### src/rtl/core/assert_macros.svh
// Assertion macros for the serial report command decoder.
`ifndef ASSERT_MACROS_SVH
`define ASSERT_MACROS_SVH

`ifndef SYNTH
`define SRCD_ASSERT(lbl, clk, rst, prop, msg) \
  lbl: assert property (@(posedge clk) disable iff (rst) prop) else $error(msg);
`define SRCD_ASSERT_NEVER(lbl, clk, rst, cond, msg) \
  lbl: assert property (@(posedge clk) disable iff (rst) !(cond)) else $error(msg);
`else
`define SRCD_ASSERT(lbl, clk, rst, prop, msg)
`define SRCD_ASSERT_NEVER(lbl, clk, rst, cond, msg)
`endif

`endif

### src/rtl/core/srcd_pkg.sv
`timescale 1ns / 1ps
package srcd_pkg;

  localparam int FRAME_LIMIT_DEFAULT = 20;
  localparam int FRAME_DEPTH = 8;
  localparam int FRAME_IDX_W = $clog2(FRAME_DEPTH);
  localparam int ADDR_W = 14;
  localparam int DUMP_BYTES = 10;
  localparam int DATA_W = 8 * DUMP_BYTES;
  localparam int COUNT_W = $clog2(DUMP_BYTES + 1);
  localparam int QUEUE_DEPTH = 2;
  localparam int WDATA_LSB = ADDR_W;

  localparam logic [7:0] FIRMWARE_VERSION_RESET = 8'h43;

  localparam logic [7:0] BYTE_READY          = 8'hA5;
  localparam logic [7:0] CMD_DUMP            = 8'h80;
  localparam logic [7:0] CMD_PING            = 8'h81;
  localparam logic [7:0] CMD_NVM_LOAD        = 8'h82;
  localparam logic [7:0] CMD_SCRIPT_START    = 8'h83;
  localparam logic [7:0] CMD_SCRIPT_STOP     = 8'h84;
  localparam logic [7:0] CMD_FW_QUERY        = 8'h85;
  localparam logic [7:0] REPLY_NAK           = 8'h00;
  localparam logic [7:0] REPLY_PONG          = 8'h80;
  localparam logic [7:0] REPLY_FLASH_START   = 8'h81;
  localparam logic [7:0] REPLY_FLASH_END     = 8'h82;
  localparam logic [7:0] REPLY_SCRIPT        = 8'h83;
  localparam logic [7:0] REPLY_SCRIPT_ACTIVE = 8'hFE;
  localparam logic [7:0] REPLY_REPORT        = 8'hFF;

  typedef enum logic [2:0] {
    KIND_SEND   = 3'd0,
    KIND_REPORT = 3'd1,
    KIND_WRITE  = 3'd2,
    KIND_START  = 3'd3,
    KIND_STOP   = 3'd4
  } kind_t;

  typedef enum logic [1:0] {
    OP_SEND  = 2'd0,
    OP_DUMP  = 2'd1,
    OP_SPLIT = 2'd2
  } op_t;

  typedef struct packed {
    op_t                op;
    kind_t              kind;
    logic [7:0]         tx;
    logic [COUNT_W-1:0] count;
    logic [DATA_W-1:0]  data;
  } desc_t;

  typedef struct packed {
    logic [15:0] buttons;
    logic [7:0]  hat;
    logic [7:0]  left_x;
    logic [7:0]  left_y;
    logic [7:0]  right_x;
    logic [7:0]  right_y;
  } report_t;

  function automatic report_t unpack_report(input logic [63:0] frame);
    logic [31:0] f0, f1, f2, f3, f4, f5, f6, f7;
    report_t r;
    f0 = {24'b0, frame[7:0]};
    f1 = {24'b0, frame[15:8]};
    f2 = {24'b0, frame[23:16]};
    f3 = {24'b0, frame[31:24]};
    f4 = {24'b0, frame[39:32]};
    f5 = {24'b0, frame[47:40]};
    f6 = {24'b0, frame[55:48]};
    f7 = {24'b0, frame[63:56]};
    r.buttons = 16'((f0 << 9) | (f1 << 2) | (f2 >> 5));
    r.hat     = 8'((f2 << 3) | (f3 >> 4));
    r.left_x  = 8'((f3 << 4) | (f4 >> 3));
    r.left_y  = 8'((f4 << 5) | (f5 >> 2));
    r.right_x = 8'((f5 << 6) | (f6 >> 1));
    r.right_y = 8'((f6 << 7) | (f7 & 32'h7F));
    return r;
  endfunction

endpackage

### src/rtl/core/serial_report_command_decoder.sv
// Serial report and command decoder.
// Input channel (in_valid/in_ready): one received serial byte per transfer, with the
// script engine status and debug values sampled alongside it.
// Output channel (out_valid/out_ready): one result per transfer; kind selects which
// payload fields carry meaning, and last marks the final result of an input byte.
// Configuration: cfg_write_enable writes cfg_write_data into the firmware version byte.
// A byte is classified when it is accepted, and its work, if it gives any result, is
// queued; the first result passes through the queue and then the output register.
// Results then follow one per cycle while the receiver takes them, up to ten for a
// debug dump. A two-entry queue between classification and result generation lets the
// input take one byte per cycle until the queue fills; bytes that give no result
// still need a free queue slot to be taken.
// When the receiver stalls, the output register holds its result and the queue
// fills, then in_ready drops.
// Reset clears the frame count, command arm, flash session, queue and output valid,
// and sets the firmware version to 0x43. Frame bytes are not cleared.
`timescale 1ns / 1ps
`include "assert_macros.svh"
module serial_report_command_decoder import srcd_pkg::*; #(
  parameter int FRAME_LIMIT = FRAME_LIMIT_DEFAULT
) (
  input  logic              clk,
  input  logic              rst,
  input  logic              cfg_write_enable,
  input  logic [7:0]        cfg_write_data,
  input  logic              in_valid,
  output logic              in_ready,
  input  logic [7:0]        rx_byte,
  input  logic              script_running,
  input  logic [31:0]       loop_value,
  input  logic [31:0]       elapsed_ms,
  input  logic [15:0]       program_counter,
  output logic              out_valid,
  input  logic              out_ready,
  output logic [2:0]        kind,
  output logic [7:0]        tx_byte,
  output logic [15:0]       buttons,
  output logic [7:0]        hat,
  output logic [7:0]        left_x,
  output logic [7:0]        left_y,
  output logic [7:0]        right_x,
  output logic [7:0]        right_y,
  output logic [ADDR_W-1:0] write_address,
  output logic [7:0]        write_data,
  output logic              last
);

  logic [7:0] firmware_version;
  logic       push_valid, push_ready, head_valid, pop;
  desc_t      push_desc, head_desc;

  always_ff @(posedge clk) begin
    if (rst) begin
      firmware_version <= FIRMWARE_VERSION_RESET;
    end else if (cfg_write_enable) begin
      firmware_version <= cfg_write_data;
    end
  end

  srcd_front #(
    .FRAME_LIMIT(FRAME_LIMIT)
  ) u_front (
    .clk              (clk),
    .rst              (rst),
    .in_valid         (in_valid),
    .in_ready         (in_ready),
    .rx_byte          (rx_byte),
    .script_running   (script_running),
    .loop_value       (loop_value),
    .elapsed_ms       (elapsed_ms),
    .program_counter  (program_counter),
    .firmware_version (firmware_version),
    .push_valid       (push_valid),
    .push_ready       (push_ready),
    .push_desc        (push_desc)
  );

  srcd_queue u_queue (
    .clk        (clk),
    .rst        (rst),
    .push_valid (push_valid),
    .push_ready (push_ready),
    .push_desc  (push_desc),
    .head_valid (head_valid),
    .pop        (pop),
    .head_desc  (head_desc)
  );

  srcd_back u_back (
    .clk           (clk),
    .rst           (rst),
    .head_valid    (head_valid),
    .head_desc     (head_desc),
    .pop           (pop),
    .out_valid     (out_valid),
    .out_ready     (out_ready),
    .kind          (kind),
    .tx_byte       (tx_byte),
    .buttons       (buttons),
    .hat           (hat),
    .left_x        (left_x),
    .left_y        (left_y),
    .right_x       (right_x),
    .right_y       (right_y),
    .write_address (write_address),
    .write_data    (write_data),
    .last          (last)
  );

  `SRCD_ASSERT_NEVER(a_split_head_not_last, clk, rst, out_valid && last && (kind == KIND_REPORT || kind == KIND_START || kind == KIND_STOP), "report or script event marked last")
  `SRCD_ASSERT(a_flash_end_follows, clk, rst, out_valid && out_ready && kind == KIND_WRITE && !last |=> out_valid && kind == KIND_SEND && tx_byte == REPLY_FLASH_END, "flash end reply missing after final write")
  `SRCD_ASSERT(a_report_reply_follows, clk, rst, out_valid && out_ready && kind == KIND_REPORT |=> out_valid && last && kind == KIND_SEND && tx_byte == REPLY_REPORT, "report acknowledge missing")

endmodule

### src/rtl/core/srcd_front.sv
`timescale 1ns / 1ps
module srcd_front import srcd_pkg::*; #(
  parameter int FRAME_LIMIT = FRAME_LIMIT_DEFAULT
) (
  input  logic        clk,
  input  logic        rst,
  input  logic        in_valid,
  output logic        in_ready,
  input  logic [7:0]  rx_byte,
  input  logic        script_running,
  input  logic [31:0] loop_value,
  input  logic [31:0] elapsed_ms,
  input  logic [15:0] program_counter,
  input  logic [7:0]  firmware_version,
  output logic        push_valid,
  input  logic        push_ready,
  output desc_t       push_desc
);

  localparam int LW = $clog2(FRAME_LIMIT + 1);

  logic [7:0]        frame [FRAME_DEPTH];
  logic [LW-1:0]     frame_length, frame_length_next, len_inc;
  logic              command_armed, command_armed_next;
  logic [ADDR_W-1:0] flash_address, flash_address_next;
  logic [ADDR_W-1:0] flash_position, flash_position_next;
  logic [ADDR_W-1:0] flash_total, flash_total_next;
  logic              flash_active, has_result, accept;
  logic [63:0]       frame_word;
  desc_t             desc;

  assign in_ready     = push_ready;
  assign accept       = in_valid && push_ready;
  assign flash_active = flash_position < flash_total;
  assign len_inc      = frame_length + LW'(1);
  assign push_valid   = in_valid && has_result;
  assign push_desc    = desc;

  always_comb begin
    for (int i = 0; i < FRAME_DEPTH - 1; i++) begin
      frame_word[8*i +: 8] = frame[i];
    end
    frame_word[63:56] = rx_byte;
  end

  always_comb begin
    desc                = '0;
    desc.op             = OP_SEND;
    desc.kind           = KIND_SEND;
    desc.count          = COUNT_W'(1);
    has_result          = 1'b0;
    frame_length_next   = frame_length;
    command_armed_next  = command_armed;
    flash_address_next  = flash_address;
    flash_position_next = flash_position;
    flash_total_next    = flash_total;
    if (flash_active) begin
      has_result = 1'b1;
      desc.op = OP_SPLIT;
      desc.kind = KIND_WRITE;
      desc.tx = REPLY_FLASH_END;
      desc.data[ADDR_W-1:0] = flash_address + flash_position;
      desc.data[WDATA_LSB +: 8] = rx_byte;
      flash_position_next = flash_position + ADDR_W'(1);
      desc.count = (flash_position_next == flash_total) ? COUNT_W'(2) : COUNT_W'(1);
    end else begin
      frame_length_next = (len_inc >= LW'(FRAME_LIMIT)) ? '0 : len_inc;
      if (rx_byte[7]) begin
        frame_length_next = '0;
        if (len_inc == LW'(1) && !command_armed && rx_byte == BYTE_READY) begin
          command_armed_next = 1'b1;
        end else if (len_inc == LW'(FRAME_DEPTH)) begin
          command_armed_next = 1'b0;
          has_result = 1'b1;
          if (script_running) begin
            desc.tx = REPLY_SCRIPT_ACTIVE;
          end else begin
            desc.op = OP_SPLIT;
            desc.kind = KIND_REPORT;
            desc.tx = REPLY_REPORT;
            desc.count = COUNT_W'(2);
            desc.data[63:0] = frame_word;
          end
        end else if (command_armed) begin
          command_armed_next = 1'b0;
          has_result = 1'b1;
          unique case (rx_byte)
            CMD_DUMP: begin
              desc.op = OP_DUMP;
              desc.count = COUNT_W'(DUMP_BYTES);
              desc.data = {program_counter, elapsed_ms, loop_value};
            end
            CMD_FW_QUERY: desc.tx = firmware_version;
            BYTE_READY: begin
              command_armed_next = 1'b1;
              has_result = 1'b0;
            end
            CMD_PING: desc.tx = REPLY_PONG;
            CMD_NVM_LOAD: begin
              if (len_inc != LW'(5)) begin
                desc.tx = REPLY_NAK;
              end else begin
                desc.op = OP_SPLIT;
                desc.kind = KIND_STOP;
                desc.tx = REPLY_FLASH_START;
                desc.count = COUNT_W'(2);
                flash_address_next = {frame[1][6:0], frame[0][6:0]};
                flash_total_next = {frame[3][6:0], frame[2][6:0]};
                flash_position_next = '0;
              end
            end
            CMD_SCRIPT_START: begin
              desc.op = OP_SPLIT;
              desc.kind = KIND_START;
              desc.tx = REPLY_SCRIPT;
              desc.count = COUNT_W'(2);
            end
            CMD_SCRIPT_STOP: begin
              desc.op = OP_SPLIT;
              desc.kind = KIND_STOP;
              desc.tx = REPLY_SCRIPT;
              desc.count = COUNT_W'(2);
            end
            default: desc.tx = REPLY_NAK;
          endcase
        end else begin
          has_result = 1'b1;
          desc.tx = 8'(len_inc);
        end
      end
    end
  end

  always_ff @(posedge clk) begin
    if (rst) begin
      frame_length   <= '0;
      command_armed  <= 1'b0;
      flash_address  <= '0;
      flash_position <= '0;
      flash_total    <= '0;
    end else if (accept) begin
      frame_length   <= frame_length_next;
      command_armed  <= command_armed_next;
      flash_address  <= flash_address_next;
      flash_position <= flash_position_next;
      flash_total    <= flash_total_next;
    end
  end

  always_ff @(posedge clk) begin
    if (accept && !flash_active && frame_length < LW'(FRAME_DEPTH)) begin
      frame[frame_length[FRAME_IDX_W-1:0]] <= rx_byte;
    end
  end

endmodule

### src/rtl/core/srcd_queue.sv
`timescale 1ns / 1ps
module srcd_queue import srcd_pkg::*; (
  input  logic  clk,
  input  logic  rst,
  input  logic  push_valid,
  output logic  push_ready,
  input  desc_t push_desc,
  output logic  head_valid,
  input  logic  pop,
  output desc_t head_desc
);

  localparam int PW = $clog2(QUEUE_DEPTH);
  localparam int CW = $clog2(QUEUE_DEPTH + 1);

  desc_t          entries [QUEUE_DEPTH];
  logic [PW-1:0]  wr_ptr, rd_ptr;
  logic [CW-1:0]  count;
  logic           do_push, do_pop;

  assign push_ready = count != CW'(QUEUE_DEPTH);
  assign head_valid = count != '0;
  assign head_desc  = entries[rd_ptr];
  assign do_push    = push_valid && push_ready;
  assign do_pop     = pop && head_valid;

  always_ff @(posedge clk) begin
    if (rst) begin
      wr_ptr <= '0;
      rd_ptr <= '0;
      count  <= '0;
    end else begin
      if (do_push) begin
        wr_ptr <= (wr_ptr == PW'(QUEUE_DEPTH - 1)) ? '0 : wr_ptr + PW'(1);
      end
      if (do_pop) begin
        rd_ptr <= (rd_ptr == PW'(QUEUE_DEPTH - 1)) ? '0 : rd_ptr + PW'(1);
      end
      count <= count + CW'(do_push) - CW'(do_pop);
    end
  end

  always_ff @(posedge clk) begin
    if (do_push) begin
      entries[wr_ptr] <= push_desc;
    end
  end

endmodule

### src/rtl/core/srcd_back.sv
`timescale 1ns / 1ps
module srcd_back import srcd_pkg::*; (
  input  logic              clk,
  input  logic              rst,
  input  logic              head_valid,
  input  desc_t             head_desc,
  output logic              pop,
  output logic              out_valid,
  input  logic              out_ready,
  output logic [2:0]        kind,
  output logic [7:0]        tx_byte,
  output logic [15:0]       buttons,
  output logic [7:0]        hat,
  output logic [7:0]        left_x,
  output logic [7:0]        left_y,
  output logic [7:0]        right_x,
  output logic [7:0]        right_y,
  output logic [ADDR_W-1:0] write_address,
  output logic [7:0]        write_data,
  output logic              last
);

  logic [COUNT_W-1:0] idx;
  logic               load, item_last;
  kind_t              item_kind, kind_q;
  logic [7:0]         item_tx;
  report_t            item_report, report_q;
  logic [ADDR_W-1:0]  item_waddr;
  logic [7:0]         item_wdata;

  assign load      = head_valid && (!out_valid || out_ready);
  assign item_last = idx == head_desc.count - COUNT_W'(1);
  assign pop       = load && item_last;

  always_comb begin
    item_kind   = KIND_SEND;
    item_tx     = '0;
    item_report = '0;
    item_waddr  = '0;
    item_wdata  = '0;
    unique case (head_desc.op)
      OP_DUMP: item_tx = head_desc.data[{idx, 3'b000} +: 8];
      OP_SPLIT: begin
        if (idx == '0) begin
          item_kind = head_desc.kind;
          case (head_desc.kind)
            KIND_REPORT: item_report = unpack_report(head_desc.data[63:0]);
            KIND_WRITE: begin
              item_waddr = head_desc.data[ADDR_W-1:0];
              item_wdata = head_desc.data[WDATA_LSB +: 8];
            end
            default: ;
          endcase
        end else begin
          item_tx = head_desc.tx;
        end
      end
      default: item_tx = head_desc.tx;
    endcase
  end

  always_ff @(posedge clk) begin
    if (rst) begin
      out_valid <= 1'b0;
      idx       <= '0;
    end else begin
      if (load) begin
        out_valid <= 1'b1;
        idx <= item_last ? '0 : idx + COUNT_W'(1);
      end else if (out_ready) begin
        out_valid <= 1'b0;
      end
    end
  end

  always_ff @(posedge clk) begin
    if (load) begin
      kind_q        <= item_kind;
      tx_byte       <= item_tx;
      report_q      <= item_report;
      write_address <= item_waddr;
      write_data    <= item_wdata;
      last          <= item_last;
    end
  end

  assign kind    = kind_q;
  assign buttons = report_q.buttons;
  assign hat     = report_q.hat;
  assign left_x  = report_q.left_x;
  assign left_y  = report_q.left_y;
  assign right_x = report_q.right_x;
  assign right_y = report_q.right_y;

endmodule

### config.mk
export PLATFORM = sky130hd
export DESIGN_NAME = serial_report_command_decoder
export DESIGN_NICKNAME = d
export VERILOG_FILES = /design/src/rtl/core/srcd_pkg.sv /design/src/rtl/core/serial_report_command_decoder.sv /design/src/rtl/core/srcd_front.sv /design/src/rtl/core/srcd_queue.sv /design/src/rtl/core/srcd_back.sv
export VERILOG_INCLUDE_DIRS = /design/src /design/src/rtl/core
export SDC_FILE = /design/constraint.sdc
export NUM_CORES = 1
export LEC_CHECK = 0
export BUFFER_PORTS_ARGS = -buffer_cell sky130_fd_sc_hd__clkbuf_2
export CAP_MARGIN = 20
export CORE_UTILIZATION = 55
export DETAILED_ROUTE_END_ITERATION = 8
export GPL_ROUTABILITY_DRIVEN = 0
export GPL_TIMING_DRIVEN = 0
export PLACE_DENSITY = 0.75
export SETUP_SLACK_MARGIN = 0.2
export SLEW_MARGIN = 20
export SYNTH_ARGS = -nofsm -noshare
export SYNTH_HDL_FRONTEND = slang
export SYNTH_HIERARCHICAL = 1
export SYNTH_SLANG_ARGS = --single-unit
export TNS_END_PERCENT = 20
### constraint.sdc
create_clock -name clk -period 12 [get_ports clk]
set_clock_uncertainty 0.2 [all_clocks]
set_input_delay 0 -clock clk [delete_from_list [all_inputs] [get_ports clk]]
set_output_delay 0 -clock clk [all_outputs]
set_load 0.05 [all_outputs]
# Word-level counts from Yosys, hierarchy flattened
# Memories as Yosys holds them, arrays and structs flattened. A register that Yosys moved wholly into a read port is not among the register bits.
# Cells that the tools add are included.
# op_classes
add_sub_neg	9
magnitude_cmp	3
n_eq_ne	20
n_shift	1
muxes	56
bitwise	11
reduce_logical	28
# ops
op	count
$mux 97	2
$mux 64	2
$mux 14	7
$mux 84	1
$mux 80	1
$shiftx 80x8->8	1
$mux 58	1
$eq 8x8->1 const B	7
$mux 17	2
$pmux 8 s4	1
$mux 5	5
$mux 8	3
$mux 22	1
$mux 1	21
$mux 16	1
$or 16x10->16	1
$or 16x3->16	1
$or 8x7->8	2
$pmux 8 s2	1
$add 14x1->14 const B	1
$add 14x14->14	1
$eq 14x14->1	1
$lt 14x14->1	1
$pmux 4 s3	1
36 further kinds	62
# word_totals
regBits	155
mem_bits_rw	258
input_bits	102
output_inout_bits	92
wordCells	152
memories	2
# mem_list
memory	depth	width	read_ports	rd_ports_with_merged_regs	wr	line	rtl
u_queue.entries	2	97	1	1	1	srcd_queue.sv:16	desc_t entries [QUEUE_DEPTH];
u_front.frame	8	8	7	0	1	srcd_front.sv:22	logic [7:0] frame [FRAME_DEPTH];

# Depth between registers and ports, before layout
# logic_depth
depth_word	11
ltp_mapped	16
depth_no_buf	13

# Cells and area by module
# The synthesis kept the hierarchy.
# by_module_without_submodules
module	n_inst	cells_each	area_each_um2	seq_area_each_um2
srcd_queue	1	331	7374.6	5925.7
srcd_front	1	667	6505.0	2642.5
srcd_back	1	326	4458.0	2802.7
serial_report_command_decoder	1	26	296.5	160.2

# Worst setup path before layout
# OpenSTA, ideal clock, no wires.
# synth_timing
path_type	flip-flop to flip-flop
startpoint	register u_front.flash_total[7], read port of u_front.frame
endpoint	memory u_queue/entries[1][0] (netlist bit) (enable)
t_arrival_ps	4853
required_ps	11333
path_slack_ps	6480
stages_incl_launch_ff	12
path_buffers	3
path_cell_list	dfxtp_1 -> clkbuf_1 -> inv_1 -> ha_1 -> nand4_1 -> nor2_1 -> a211o_1 -> a211oi_4 -> clkbuf_1 -> buf_2 -> o21a_1 -> and3_1
# synth_via
elab_chain_cells	6
# synth_lines
item	line	rtl
start, declared	srcd_front.sv:27	logic [ADDR_W-1:0] flash_total, flash_total_next;
$lt 14x14->1	srcd_front.sv:34	assign flash_active = flash_position < flash_total;
$mux 1	srcd_front.sv:57	if (flash_active) begin
$logic_and 1x1->1	srcd_front.sv:36	assign push_valid = in_valid && has_result;
via push_valid	serial_report_command_decoder.sv:49	logic push_valid, push_ready, head_valid, pop;
$logic_and 1x1->1	srcd_queue.sv:24	assign do_push = push_valid && push_ready;
$mux 1	srcd_queue.sv:44	if (do_push) begin
$mux 1 (implied by the code)	srcd_queue.sv:45	entries[wr_ptr] <= push_desc;
end, declared	srcd_queue.sv:16	
# The timed path passes the listed nets, and every way through them passes these cells.

# Worst setup path in the final report
# layout_timing
startpoint	register u_front.flash_total[7], read port of u_front.frame
endpoint	memory u_queue/entries[0][20] (netlist bit) (enable)
# The elaborated chain is that of the path after synthesis.

==> run summary <==
Synthesized area per cell: 13.8 um^2
Sequential element share of the synthesized area: 0.619
Post-CTS setup buffer count: 0
WS Path Type: flop to flop
Synthesized flop and latch total: 406
Max-slew violations: 0
Overall Global Routing Usage: 0.279
CP dominant cell by count: clkbuf_1
Synth top area share: 0.548
CP Max Fanout: 52
Slew @ Worst Pin: 1110 ps
Syn-to-layout area delta: 23.2%
CP bufs+invs: 6
RSZ-0062 raised after global routing: false
Top delay family on crit path: buffers and inverters
Hold crit path type: input port to flop
Die area: 34,600 um^2
Outcome: completed
Cells after Synth: 1,350
CTS HTree Levels: 2
CP required: 12,000 ps
Post_cts resized: 0
Detailed Routing Iterations Pass 1: 5
DRC Markers: 0
Synth area leader: edfxtp_1
Max_slew headroom: 0.257
Clk Latency, worst-skew pair: 540 ps
Starting density of the core: 0.557
CORE AREA: 33,400 um^2
Final TNS setup: 0 ps
M1 wire length: 20,000 um
Most used DFF post-synth: edfxtp_1
Final Net Count: 1,851
EDFF count, synth: 340
Final Hold Viols: 0
Global-route wire length before repair: 70,600 um
Max stage delay on crit path: 620 ps
Die width: 186 um
Top post-synthesis cells by area: edfxtp_1 (55%), dfxtp_1 (7.1%), mux2_2 (4.7%)
Fill cell count: 2,187
Final cell count without fillers: 2,191
Reg clk slew, reported paths: 60 ps
CTS buffer count: 42
Total number of vias: 12,800
Distinct cell type count after synthesis: 79
Initial antenna violation count: 0
Largest net degree at the start of global routing: 53
Number of nets with antenna violations after routing: 0
Worst setup EP type: flop
Pre-CTS setup slack: 7090 ps
Setup slack after layout: 7040 ps
Wire length on met2: 22,500 um
Clock Tree Root: clkbuf_16
CTS Sinks: 406
Lkg Pwr: 8.74 nW
Worst Setup Start Kind: flop
Slowest-stage cell, CP: a211oi_4
Worst VDD drop: 0.0000971 V
Rows: 67
Cts hold-fix bufs: 119
Routed len/inst: 22.2 um
P per Cell Area: 138 nW/um^2
Setup violators final: 0
N_diodes: 0
Final hold slack: 48.9 ps
Syn_nets: 1,490
Grt ovf: 0
Vias in the first global route: 12,200
Tcrit/Tclk final: 0.413
Final wirelength: 48,600 um
Violation count after the first detailed-route iteration: 1,229
I/O pins: 194
TritonCTS clock tree: yes
Crit path DAT: 4960 ps
Final min period: 4960 ps
Ys async rst share: 0
Cell count after placement: 1,995
IO Port Bufs: 193
Met3 WL post-DR: 3850 um
Post-DR vias/cell: 5.83
Share of layout cells above drive strength 1: 0.264
Ys Warns: 6
Die height: 186 um
Crit-path cells: clkbuf_1 > inv_1 > ha_1 > nand4_1 > nor2_1 > a211o_1 > a211oi_4 > clkbuf_1 > buf_2 > o21a_1 > nand3b_1 > inv_6 > buf_16
Dpl hpwl: 34,100 um
Max cap viols: 0
Max Fclk: 202 MHz
DR top layer: met4
Mapped Area: 18,600 um^2
Clk buf depth: 3
## cell usage in the layout, fill, tap and decap left out, types with 25 or more instances in the layout
cell type and n:
edfxtp_1 340, clkbuf_2 196, dlygate4sd3_1 119, and2_1 94
mux2_2 77, nor2_1 67, dfxtp_1 66, a21oi_1 65
mux2i_1 58, clkbuf_16 44, a22o_1 43, nand2_1 41
ha_1 37, inv_1 35, o21ai_0 32, mux2_4 30
buf_2 26, clkbuf_1 25, xnor2_1 25
## kinds of logic (layout without fill, tap and decap cells)
kind of cell    Yosys count  after routing  share of synthesized area
compound gates          257            257                     0.0996
xor+xnor                 46             46                     0.0216
fa+ha+maj                38             38                     0.0259
buf+inv                 116            509                     0.0332
flops                   406            406                      0.619
mux                     166            166                      0.102
other cells               1              1                   0.000201
simple gates            320            320                     0.0982
## metal layers
metal,vias to the layer above,track usage
li1,5792,-
met1,6206,0.369
met2,653,0.449
met3,124,0.0483
met4,0,0.131
met5,-,0
## cell usage after synthesis (all sizes together), types with 6 or more instances
cell type and count:
edfxtp 340, mux2 108, and2 94, a21oi 67, nor2 67, dfxtp 66
mux2i 58, buf 55, a22o 43, nand2 41, ha 37, inv 37
o21ai 32, nor3 27, xnor2 25, clkbuf 24, xor2 21, nor2b 17
a211oi 16, a21o 15, nand3 15, o21a 13, a221oi 11, a211o 10
a22oi 10, nand2b 9, nor4 9, a32o 8, and3 7, nand4 6
nor3b 6
## registers in the layout, indices dropped and copies added (netlist names), 3 cells and up, named ones only
register / cells
u_back/right_y: 8
u_back/kind: 3
u_back/left_y: 8
u_back/left_x: 8
firmware_version: 8
u_queue/entries: 194
u_back/write_address: 14
u_front/frame_length: 5
u_back/tx_byte: 8
u_back/idx: 4
u_back/write_data: 8
u_back/buttons: 16
u_front/flash_address: 14
u_back/right_x: 8
u_front/flash_position: 14
u_back/hat: 8
u_front/frame: 56
u_front/flash_total: 14
## final cells by class
class	instances	area [um^2]	share of cell area
Sequential cell	406	11500	0.502
Multi-Input combinational cell	828	6520	0.284
Clock inverter	27	320	0.0140
Timing Repair Buffer	317	2260	0.0985
Clock buffer	49	1130	0.0492
Buffer	79	479	0.0209
Inverter	37	146	0.00638
Tap cell	448	561	0.0244
## power by group
group          total [mW]  internal [mW]  leakage, nW  switching (mW)
Combinational       0.223         0.0820         4.27           0.141
Sequential           1.57           1.56         3.77          0.0127
Clock                1.36          0.826        0.703           0.535
## worst paths after layout
path	cells past startpoint	slack (ps)	end	start
setup / recovery	13	7040	u_queue/entries[0][20]	u_front/flash_total[7]
hold reg to reg	2	310	u_front/flash_address[2]	u_front/flash_address[2]
setup reg to reg	13	7040	u_queue/entries[0][20]	u_front/flash_total[7]
hold / removal	3	50	u_queue/entries[1][17]	loop_value[17]
## worst register-to-register path: cells and delay by family (launching register included)
family / cells / cell delay, ps
buf+inv: 6 / 2040
compound gates: 3 / 1270
fa+ha+maj: 1 / 310
flops: 1 / 310
simple gates: 3 / 430
## metrics by stage
step	area, um^2	util	power [mW]
2_1_floorplan	18600	-	1.72
3_5_place_dp	20300	0.606	1.79
3_3_place_gp	20200	0.603	1.79
4_1_cts	22900	0.685	3.16
6_report	22900	0.686	3.16
5_1_grt	22900	0.686	3.24
(Power assumes the default switching activity.)
